<file path="src/hdl/neighbor_table_aging_defines.svh">
// Assertion macros for the neighbor table aging RTL, used by nta_dp.
`ifndef NEIGHBOR_TABLE_AGING_DEFINES_SVH
`define NEIGHBOR_TABLE_AGING_DEFINES_SVH

// Check that cons holds in the same cycle as ante.
`define NTA_ASSERT_HOLDS(label, ante, cons, msg) \
    label: assert property (@(posedge clk) disable iff (!rst_n) (ante) |-> (cons)) \
        else $error(msg);

// Check that cons holds in the cycle after ante.
`define NTA_ASSERT_NEXT(label, ante, cons, msg) \
    label: assert property (@(posedge clk) disable iff (!rst_n) (ante) |=> (cons)) \
        else $error(msg);

`endif

</file>
<file path="src/hdl/nta_pkg.sv">
// Shared types and constants for the neighbor table aging block.
package nta_pkg;

    localparam logic [1:0] ST_REFRESHED = 2'd0;
    localparam logic [1:0] ST_ADDED     = 2'd1;
    localparam logic [1:0] ST_REJECTED  = 2'd2;
    localparam logic [1:0] ST_TICK      = 2'd3;

    localparam logic REQ_HELLO = 1'b0;
    localparam logic REQ_TICK  = 1'b1;

    typedef struct packed {
        logic start;
        logic scan;
        logic commit;
    } dp_cmd_t;

    typedef struct packed {
        logic walk_done;
        logic out_full;
    } dp_stat_t;

endpackage

</file>
<file path="src/hdl/nta_ctrl.sv">
// Sequencer that steps one item through table walk and commit.
module nta_ctrl
(
    input  logic              clk,
    input  logic              rst_n,
    input  logic              in_valid,
    output logic              in_ready,
    input  nta_pkg::dp_stat_t stat,
    output nta_pkg::dp_cmd_t  cmd
);

    typedef enum logic [2:0] {
        S_IDLE   = 3'b001,
        S_SCAN   = 3'b010,
        S_COMMIT = 3'b100
    } state_t;

    state_t state_reg;
    state_t state_next;

    always_comb
    begin
        state_next = state_reg;
        cmd        = '0;
        in_ready   = 1'b0;
        unique case (state_reg)
            S_IDLE:
            begin
                in_ready = 1'b1;
                if (in_valid)
                begin
                    cmd.start  = 1'b1;
                    state_next = S_SCAN;
                end
            end
            S_SCAN:
            begin
                cmd.scan = 1'b1;
                if (stat.walk_done)
                begin
                    state_next = S_COMMIT;
                end
            end
            S_COMMIT:
            begin
                if (!stat.out_full)
                begin
                    cmd.commit = 1'b1;
                    state_next = S_IDLE;
                end
            end
            default:
            begin
                state_next = S_IDLE;
            end
        endcase
    end

    always_ff @(posedge clk or negedge rst_n)
    begin
        if (!rst_n)
        begin
            state_reg <= S_IDLE;
        end
        else
        begin
            state_reg <= state_next;
        end
    end

endmodule

</file>
<file path="src/hdl/nta_dp.sv">
// Neighbor table storage, walk pointer, aging and result register.
`include "neighbor_table_aging_defines.svh"

module nta_dp
#(
    parameter int TABLE_ENTRIES = 16,
    parameter int PORT_COUNT    = 4
)
(
    input  logic              clk,
    input  logic              rst_n,
    input  nta_pkg::dp_cmd_t  cmd,
    output nta_pkg::dp_stat_t stat,
    input  logic              cfg_we,
    input  logic [15:0]       cfg_wdata,
    input  logic              req_type,
    input  logic [1:0]        iface_num,
    input  logic [31:0]       peer_id,
    input  logic [31:0]       source_ip,
    input  logic [31:0]       net_mask,
    input  logic              out_ready,
    output logic              out_valid,
    output logic [1:0]        status,
    output logic              lsu_needed,
    output logic [4:0]        removed_count,
    output logic [4:0]        neighbor_count
);

    localparam int IDX_W = (TABLE_ENTRIES > 1) ? $clog2(TABLE_ENTRIES) : 1;
    localparam int CNT_W = $clog2(TABLE_ENTRIES + 1);
    localparam logic [CNT_W-1:0] WALK_END = CNT_W'(TABLE_ENTRIES);

    logic [31:0] router_mem [TABLE_ENTRIES];
    logic [31:0] addr_mem   [TABLE_ENTRIES];
    logic [31:0] mask_mem   [TABLE_ENTRIES];
    logic [1:0]  port_mem   [TABLE_ENTRIES];
    logic [15:0] age_mem    [TABLE_ENTRIES];

    logic [15:0]              dead_limit_reg, dead_limit_next;
    logic                     req_tick_reg;
    logic [1:0]               req_port_reg;
    logic [31:0]              req_router_reg;
    logic [31:0]              req_addr_reg;
    logic [31:0]              req_mask_reg;
    logic [CNT_W-1:0]         walk_reg, walk_next;
    logic                     proc_en_reg, proc_en_next;
    logic [IDX_W-1:0]         proc_idx_reg;
    logic                     hit_found_reg, hit_found_next;
    logic [IDX_W-1:0]         hit_idx_reg;
    logic                     slot_found_reg, slot_found_next;
    logic [IDX_W-1:0]         slot_idx_reg;
    logic [CNT_W-1:0]         removed_reg, removed_next;
    logic [CNT_W-1:0]         count_reg, count_next;
    logic [TABLE_ENTRIES-1:0] valid_reg, valid_next;
    logic                     out_valid_reg, out_valid_next;
    logic [1:0]               out_status_reg, out_status_next;
    logic                     out_lsu_reg, out_lsu_next;
    logic [4:0]               out_removed_reg, out_removed_next;
    logic [4:0]               out_count_reg, out_count_next;
    logic [31:0]              rd_router_reg;
    logic [1:0]               rd_port_reg;
    logic [15:0]              rd_age_reg;

    logic             rd_en;
    logic [IDX_W-1:0] rd_idx;
    logic             entry_live;
    logic             entry_free;
    logic             age_expired;
    logic             port_bad;
    logic             tick_remove;
    logic             tick_bump;
    logic             hello_match;
    logic             hello_free;
    logic             commit_add;
    logic             commit_refresh;
    logic             age_we;
    logic [IDX_W-1:0] age_widx;
    logic [15:0]      age_wdata;

    assign rd_en  = cmd.scan && (walk_reg != WALK_END);
    assign rd_idx = walk_reg[IDX_W-1:0];

    assign entry_live  = proc_en_reg && valid_reg[proc_idx_reg];
    assign entry_free  = proc_en_reg && !valid_reg[proc_idx_reg];
    assign age_expired = (rd_age_reg >= dead_limit_reg);
    assign port_bad    = ({30'd0, req_port_reg} >= 32'(PORT_COUNT));

    assign tick_remove = cmd.scan && (req_tick_reg == nta_pkg::REQ_TICK) && entry_live
                         && age_expired;
    assign tick_bump   = cmd.scan && (req_tick_reg == nta_pkg::REQ_TICK) && entry_live
                         && !age_expired;
    assign hello_match = cmd.scan && (req_tick_reg == nta_pkg::REQ_HELLO) && entry_live
                         && !hit_found_reg && (rd_port_reg == req_port_reg)
                         && (rd_router_reg == req_router_reg);
    assign hello_free  = cmd.scan && (req_tick_reg == nta_pkg::REQ_HELLO) && entry_free
                         && !slot_found_reg;

    assign commit_refresh = cmd.commit && (req_tick_reg == nta_pkg::REQ_HELLO) && !port_bad
                            && hit_found_reg;
    assign commit_add     = cmd.commit && (req_tick_reg == nta_pkg::REQ_HELLO) && !port_bad
                            && !hit_found_reg && slot_found_reg;

    assign age_we    = tick_bump || commit_refresh || commit_add;
    assign age_widx  = tick_bump ? proc_idx_reg : (hit_found_reg ? hit_idx_reg : slot_idx_reg);
    assign age_wdata = tick_bump ? (rd_age_reg + 16'd1) : 16'd0;

    assign stat.walk_done = (walk_reg == WALK_END) && !proc_en_reg;
    assign stat.out_full  = out_valid_reg && !out_ready;

    always_comb
    begin
        dead_limit_next  = cfg_we ? cfg_wdata : dead_limit_reg;
        walk_next        = walk_reg;
        proc_en_next     = 1'b0;
        hit_found_next   = hit_found_reg;
        slot_found_next  = slot_found_reg;
        removed_next     = removed_reg;
        count_next       = count_reg;
        valid_next       = valid_reg;
        out_valid_next   = out_valid_reg && !out_ready;
        out_status_next  = out_status_reg;
        out_lsu_next     = out_lsu_reg;
        out_removed_next = out_removed_reg;
        out_count_next   = out_count_reg;

        if (cmd.start)
        begin
            walk_next       = '0;
            hit_found_next  = 1'b0;
            slot_found_next = 1'b0;
            removed_next    = '0;
        end

        if (rd_en)
        begin
            walk_next    = walk_reg + CNT_W'(1);
            proc_en_next = 1'b1;
        end

        if (hello_match)
        begin
            hit_found_next = 1'b1;
        end
        if (hello_free)
        begin
            slot_found_next = 1'b1;
        end

        if (tick_remove)
        begin
            valid_next[proc_idx_reg] = 1'b0;
            removed_next             = removed_reg + CNT_W'(1);
            count_next               = count_reg - CNT_W'(1);
        end

        if (commit_add)
        begin
            valid_next[slot_idx_reg] = 1'b1;
            count_next               = count_reg + CNT_W'(1);
        end

        if (cmd.commit)
        begin
            out_valid_next   = 1'b1;
            out_removed_next = 5'(removed_reg);
            out_count_next   = 5'(count_next);
            out_lsu_next     = 1'b0;
            if (req_tick_reg == nta_pkg::REQ_TICK)
            begin
                out_status_next = nta_pkg::ST_TICK;
                out_lsu_next    = (removed_reg != '0);
            end
            else if (port_bad)
            begin
                out_status_next = nta_pkg::ST_REJECTED;
            end
            else if (hit_found_reg)
            begin
                out_status_next = nta_pkg::ST_REFRESHED;
            end
            else if (slot_found_reg)
            begin
                out_status_next = nta_pkg::ST_ADDED;
                out_lsu_next    = 1'b1;
            end
            else
            begin
                out_status_next = nta_pkg::ST_REJECTED;
            end
        end
    end

    always_ff @(posedge clk or negedge rst_n)
    begin
        if (!rst_n)
        begin
            dead_limit_reg <= 16'd15;
            walk_reg       <= '0;
            proc_en_reg    <= 1'b0;
            hit_found_reg  <= 1'b0;
            slot_found_reg <= 1'b0;
            removed_reg    <= '0;
            count_reg      <= '0;
            valid_reg      <= '0;
            out_valid_reg  <= 1'b0;
        end
        else
        begin
            dead_limit_reg <= dead_limit_next;
            walk_reg       <= walk_next;
            proc_en_reg    <= proc_en_next;
            hit_found_reg  <= hit_found_next;
            slot_found_reg <= slot_found_next;
            removed_reg    <= removed_next;
            count_reg      <= count_next;
            valid_reg      <= valid_next;
            out_valid_reg  <= out_valid_next;
        end
    end

    always_ff @(posedge clk)
    begin
        if (cmd.start)
        begin
            req_tick_reg   <= req_type;
            req_port_reg   <= iface_num;
            req_router_reg <= peer_id;
            req_addr_reg   <= source_ip;
            req_mask_reg   <= net_mask;
        end
        if (rd_en)
        begin
            proc_idx_reg <= rd_idx;
        end
        if (hello_match)
        begin
            hit_idx_reg <= proc_idx_reg;
        end
        if (hello_free)
        begin
            slot_idx_reg <= proc_idx_reg;
        end
        out_status_reg  <= out_status_next;
        out_lsu_reg     <= out_lsu_next;
        out_removed_reg <= out_removed_next;
        out_count_reg   <= out_count_next;
    end

    always_ff @(posedge clk)
    begin
        if (rd_en)
        begin
            rd_router_reg <= router_mem[rd_idx];
            rd_port_reg   <= port_mem[rd_idx];
            rd_age_reg    <= age_mem[rd_idx];
        end
        if (commit_add)
        begin
            router_mem[slot_idx_reg] <= req_router_reg;
            addr_mem[slot_idx_reg]   <= req_addr_reg;
            mask_mem[slot_idx_reg]   <= req_mask_reg;
            port_mem[slot_idx_reg]   <= req_port_reg;
        end
        if (age_we)
        begin
            age_mem[age_widx] <= age_wdata;
        end
    end

    assign out_valid      = out_valid_reg;
    assign status         = out_status_reg;
    assign lsu_needed     = out_lsu_reg;
    assign removed_count  = out_removed_reg;
    assign neighbor_count = out_count_reg;

    `NTA_ASSERT_HOLDS(a_count_tracks_valid, 1'b1,
        count_reg == CNT_W'($countones(valid_reg)), "neighbor count out of step with valid bits")
    `NTA_ASSERT_HOLDS(a_commit_after_walk, cmd.commit,
        (walk_reg == WALK_END) && !proc_en_reg, "commit before the table walk finished")
    `NTA_ASSERT_HOLDS(a_add_into_free_slot, commit_add,
        !valid_reg[slot_idx_reg], "new neighbor stored over a valid entry")
    `NTA_ASSERT_HOLDS(a_commit_output_free, cmd.commit,
        !out_valid_reg || out_ready, "result overwritten before it was taken")
    `NTA_ASSERT_NEXT(a_commit_shows_result, cmd.commit,
        out_valid_reg, "commit did not present a result")

endmodule

</file>
<file path="src/hdl/neighbor_table_aging.sv">
// Neighbor table with hello refresh/insert and tick aging. An accepted item
// walks all TABLE_ENTRIES entries through the table memory's single read
// port, one entry per cycle, then commits. The result is held in the output
// register until taken, and the next item is accepted only after the
// commit, while the result may still wait in the output register.
// Only one commit waits on a full output register.
// dead_limit may be written only while no item is in flight.
module neighbor_table_aging
#(
    parameter int TABLE_ENTRIES = 16,
    parameter int PORT_COUNT    = 4
)
(
    input  logic        clk,
    input  logic        rst_n,
    input  logic        cfg_we,
    input  logic [15:0] cfg_wdata,
    input  logic        in_valid,
    output logic        in_ready,
    input  logic        req_type,
    input  logic [1:0]  iface_num,
    input  logic [31:0] peer_id,
    input  logic [31:0] source_ip,
    input  logic [31:0] net_mask,
    output logic        out_valid,
    input  logic        out_ready,
    output logic [1:0]  status,
    output logic        lsu_needed,
    output logic [4:0]  removed_count,
    output logic [4:0]  neighbor_count
);

    nta_pkg::dp_cmd_t  cmd;
    nta_pkg::dp_stat_t stat;

    nta_ctrl u_ctrl
    (
        .clk      (clk),
        .rst_n    (rst_n),
        .in_valid (in_valid),
        .in_ready (in_ready),
        .stat     (stat),
        .cmd      (cmd)
    );

    nta_dp
    #(
        .TABLE_ENTRIES (TABLE_ENTRIES),
        .PORT_COUNT    (PORT_COUNT)
    )
    u_dp
    (
        .clk            (clk),
        .rst_n          (rst_n),
        .cmd            (cmd),
        .stat           (stat),
        .cfg_we         (cfg_we),
        .cfg_wdata      (cfg_wdata),
        .req_type       (req_type),
        .iface_num      (iface_num),
        .peer_id        (peer_id),
        .source_ip      (source_ip),
        .net_mask       (net_mask),
        .out_ready      (out_ready),
        .out_valid      (out_valid),
        .status         (status),
        .lsu_needed     (lsu_needed),
        .removed_count  (removed_count),
        .neighbor_count (neighbor_count)
    );

endmodule

</file>
<file path="config.mk">
export PLATFORM = sky130hd
export DESIGN_NAME = neighbor_table_aging
export DESIGN_NICKNAME = d
export VERILOG_FILES = /design/src/hdl/nta_pkg.sv /design/src/hdl/nta_ctrl.sv /design/src/hdl/nta_dp.sv /design/src/hdl/neighbor_table_aging.sv
export VERILOG_INCLUDE_DIRS = /design/src /design/src/hdl
export SDC_FILE = /design/constraint.sdc
export NUM_CORES = 1
export LEC_CHECK = 0
export BUFFER_PORTS_ARGS = -buffer_cell sky130_fd_sc_hd__buf_2
export CAP_MARGIN = 10
export CORE_MARGIN = 2
export CORE_UTILIZATION = 40
export CTS_BUF_LIST = sky130_fd_sc_hd__clkbuf_16
export CTS_CLUSTER_DIAMETER = 40
export DETAILED_ROUTE_END_ITERATION = 10
export SLEW_MARGIN = 0
export SYNTH_ARGS = -nofsm -noshare
export SYNTH_HDL_FRONTEND = slang
export SYNTH_SLANG_ARGS = --single-unit
</file>
<file path="constraint.sdc">
create_clock -name clk -period 3.4 [get_ports clk]
set_clock_uncertainty 0.1 [all_clocks]
set_input_delay 0.51 -clock clk [delete_from_list [all_inputs] [get_ports clk]]
set_output_delay 0.51 -clock clk [all_outputs]
set_load 0.1 [all_outputs]
</file>
==> impl_metrics.json <==
{
  "outcome": "completed",
  "synthArstFlopShare_pct": 5.602,
  "drt_wl_total_um": 85000,
  "synth_warnings": 0,
  "cts_setup_buffers": 0,
  "gp_congestion": 0.7865,
  "cts_max_path_buffers": 3,
  "finalMaxSlewViolations": 0,
  "firstDrtPassIters": 5,
  "synthCells": 2091,
  "whs_ns": 0.06519,
  "syn_area_um2": 37990,
  "hold_path_class": "input pin to register",
  "diodes": 0,
  "synthMuxAreaShare_pct": 11.78,
  "end_kind": "register",
  "ios": 135,
  "drv_cap": 0,
  "numCtsBuffers": 116,
  "layout-drive-gt1-share_pct": 23.43,
  "vias": 19820,
  "clock_sinks": 964,
  "synth_seq_cells": 964,
  "layout.nets": 2463,
  "gr-usage-all-layers_pct": 17.35,
  "largest_register_ffs": 512,
  "critical_path_required_ns": 3.66,
  "grt_first_pass_wirelength_um": 126700,
  "syn2layout_area_growth_pct": 19.52,
  "synth_top_family_by_area": "multiplexers",
  "tightest_slew_ns": 0.9444,
  "wl_per_cell_um": 23.07,
  "fmax_mhz": 313.0,
  "postPlaceCellArea_um2": 40900,
  "synthFlopType": "edfxtp_1",
  "cts_tree": "built",
  "drc": 0,
  "drtAntennaViolNets": 0,
  "fin_crit_ns": 3.195,
  "clk_latency_ns": 0.68,
  "finalPower_w": 0.03094,
  "syn_avg_cell_area_um2": 18.17,
  "slew_headroom_pct": 37.04,
  "vias_per_cell": 5.378,
  "cellLeakagePower_nw": 14.85,
  "path_max_fanout": 16,
  "htreeDepth": 3,
  "top_regs": "u_dp.router_mem: 512 flops, u_dp.age_mem: 256 flops",
  "grt_pass1_vias": 20350,
  "fillers": 7843,
  "synth-simple-area-share_pct": 2.991,
  "ys_seq_area_share_pct": 75.51,
  "synth.distinct_cells": 64,
  "vdd_drop_max_uv": 582.7,
  "cp-start-kind": "register",
  "die_y_um": 312.2,
  "hold_viol_final": 0,
  "syn_nets": 2234,
  "grt_max_degree": 69,
  "synth_compound_area_share_pct": 6.179,
  "dr.first_iter.drc_count": 1686,
  "setup_viol": 0,
  "power-per-cell-area_nw_per_um2": 681.4,
  "rows": 113,
  "grt-ovfl-total": 0,
  "design.core.area_um2": 94590,
  "antenna_found_initial": 1,
  "fin_crit_sh_pct": 93.96,
  "synth_fa_ha_area_share_pct": 0.7576,
  "start_util_pct": 40.16,
  "cp.arrival_ns": 3.46,
  "path_class": "register to register",
  "final_area_um2": 45400,
  "die_width_um": 312.2,
  "io_buffer_count": 70,
  "largest-register": "u_dp.router_mem",
  "synthXorXnorAreaFrac_pct": 1.196,
  "synth-edff-count": 910,
  "cts-root-buf": "clkbuf_16",
  "rsz0062_at_grt": "false",
  "die-area_um2": 97450,
  "dpl.hpwl_um": 45940,
  "cts.clk_slew.worst_paths_ns": 0.06
}
[cells in the final DEF, fill, tap and decap left out, drive strengths merged, types with 52 or more instances in the layout]
| cell | netlist | final |
|---|---|---|
| nand2 | 104 | 104 |
| edfxtp | 910 | 910 |
| clkbuf | 64 | 117 |
| a21oi | 69 | 69 |
| mux2 | 53 | 53 |
| o21ai | 156 | 156 |
| dlygate4sd3 | 0 | 52 |
| mux2i | 153 | 153 |
| inv | 33 | 66 |
| buf | 42 | 165 |
| mux4 | 104 | 104 |
[power breakdown]
group / switching [W] / total (W) / internal [W] / leakage (nW)
Combinational: 0.00219 / 0.00404 / 0.00185 / 3.99
Sequential: 0.000581 / 0.0143 / 0.0137 / 8.89
Clock: 0.00489 / 0.0126 / 0.00768 / 1.97
Total: 0.00766 / 0.0309 / 0.0233 / 14.8
[stage by stage]
| stage | setup WS [ns] | utilization (%) | cells | TNS (ns) |
|---|---|---|---|---|
| floorplan | -0.3439 | - | 2091 | -133.04 |
| global placement | -0.02669 | 43.24 | 3415 | -0.8190 |
| detailed placement | 0.006912 | 43.24 | 3415 | 0 |
| CTS | 0.1512 | 48.00 | 3685 | 0 |
| global route | 0.02714 | 48.00 | 3685 | 0 |
| finish | 0.2055 | 48.00 | 3685 | 0 |
[area by class of cell]
cell class                 instances  area [um2]  share of cell area (%)
tap                             1265        1583                   3.486
sequential                       964       28700                   63.21
timing repair buffer             217        2122                   4.674
multi-input combinational        988        8894                   19.59
inverter                          33       127.6                  0.2811
clock buffer                     117        2928                   6.449
clock inverter                   101        1051                   2.315
[logic make-up (layout without fill, tap and decap cells)]
kind of cell | after synthesis | in the layout
AO/OA/AOI/OAI | 371 | 371
XOR/XNOR | 51 | 51
adder cells (fa/ha/maj) | 23 | 23
buffers and inverters | 139 | 468
flip-flops | 964 | 964
multiplexers | 310 | 310
AND/OR/NAND/NOR | 233 | 233
[critical path, stage by stage (launching register included)]
cell,delay [ns]
edfxtp_1,0.42
inv_1,0.07
ha_1,0.28
nand2b_1,0.15
a2111oi_2,0.48
o41ai_2,0.18
nand4bb_4,0.32
or3_1,0.47
a21oi_2,0.23
buf_12,0.19
[Yosys cell counts (11+ instances only)]
cell	number	area, um2
edfxtp_1	910	27330
inv_1	33	123.9
nand3_1	18	90.09
a21oi_1	69	345.3
o21ai_1	19	95.09
nand2_1	103	386.6
ha_1	23	287.8
o31ai_1	11	82.58
buf_2	30	150.1
nor2_1	42	157.7
a22oi_1	50	375.4
clkbuf_1	64	240.2
mux2_2	52	585.6
xor2_1	43	376.6
nand2b_1	12	75.07
dfrtp_1	49	1226
a221oi_1	50	437.9
o21ai_0	136	680.7
mux4_2	104	2342
mux2i_1	153	1531
[per-layer routing]
layer  GRT usage, %  vias to the layer above  routed length [um]  share of wire, %
li1               -                     8892                   -                 -
met1          23.31                    10170               36500                43
met2          29.39                      613               42220                50
met3          2.727                      144                4400               5.2
met4          4.917                        0                1883               2.2
met5              0                        -                   0                 0
[worst paths after layout]
kind | from | end | slack (ns) | cells after the start
setup / recovery | u_dp.rd_age_reg[0] | u_dp.age_mem[0][5] | 0.21 | 9
hold / removal | out_ready | u_ctrl.state_reg[0] | 0.07 | 3
setup reg to reg | u_dp.rd_age_reg[0] | u_dp.age_mem[0][5] | 0.21 | 9
hold reg to reg | u_dp.count_reg[4] | u_dp.count_reg[4] | 0.36 | 1
max in group asynchronous | rst_n | u_dp.dead_limit_reg[0] | 1.92 | 3
min in group asynchronous | rst_n | u_dp.valid_reg[9] | 0.45 | 2
[repair_timing]
item                                    CTS  global route
endpoints found under the setup margin   16             0
gates resized for setup                   1             0
endpoints found under the hold margin    88             0
hold buffers                             52             0
No activity file was read; power rests on OpenSTA's default activity.
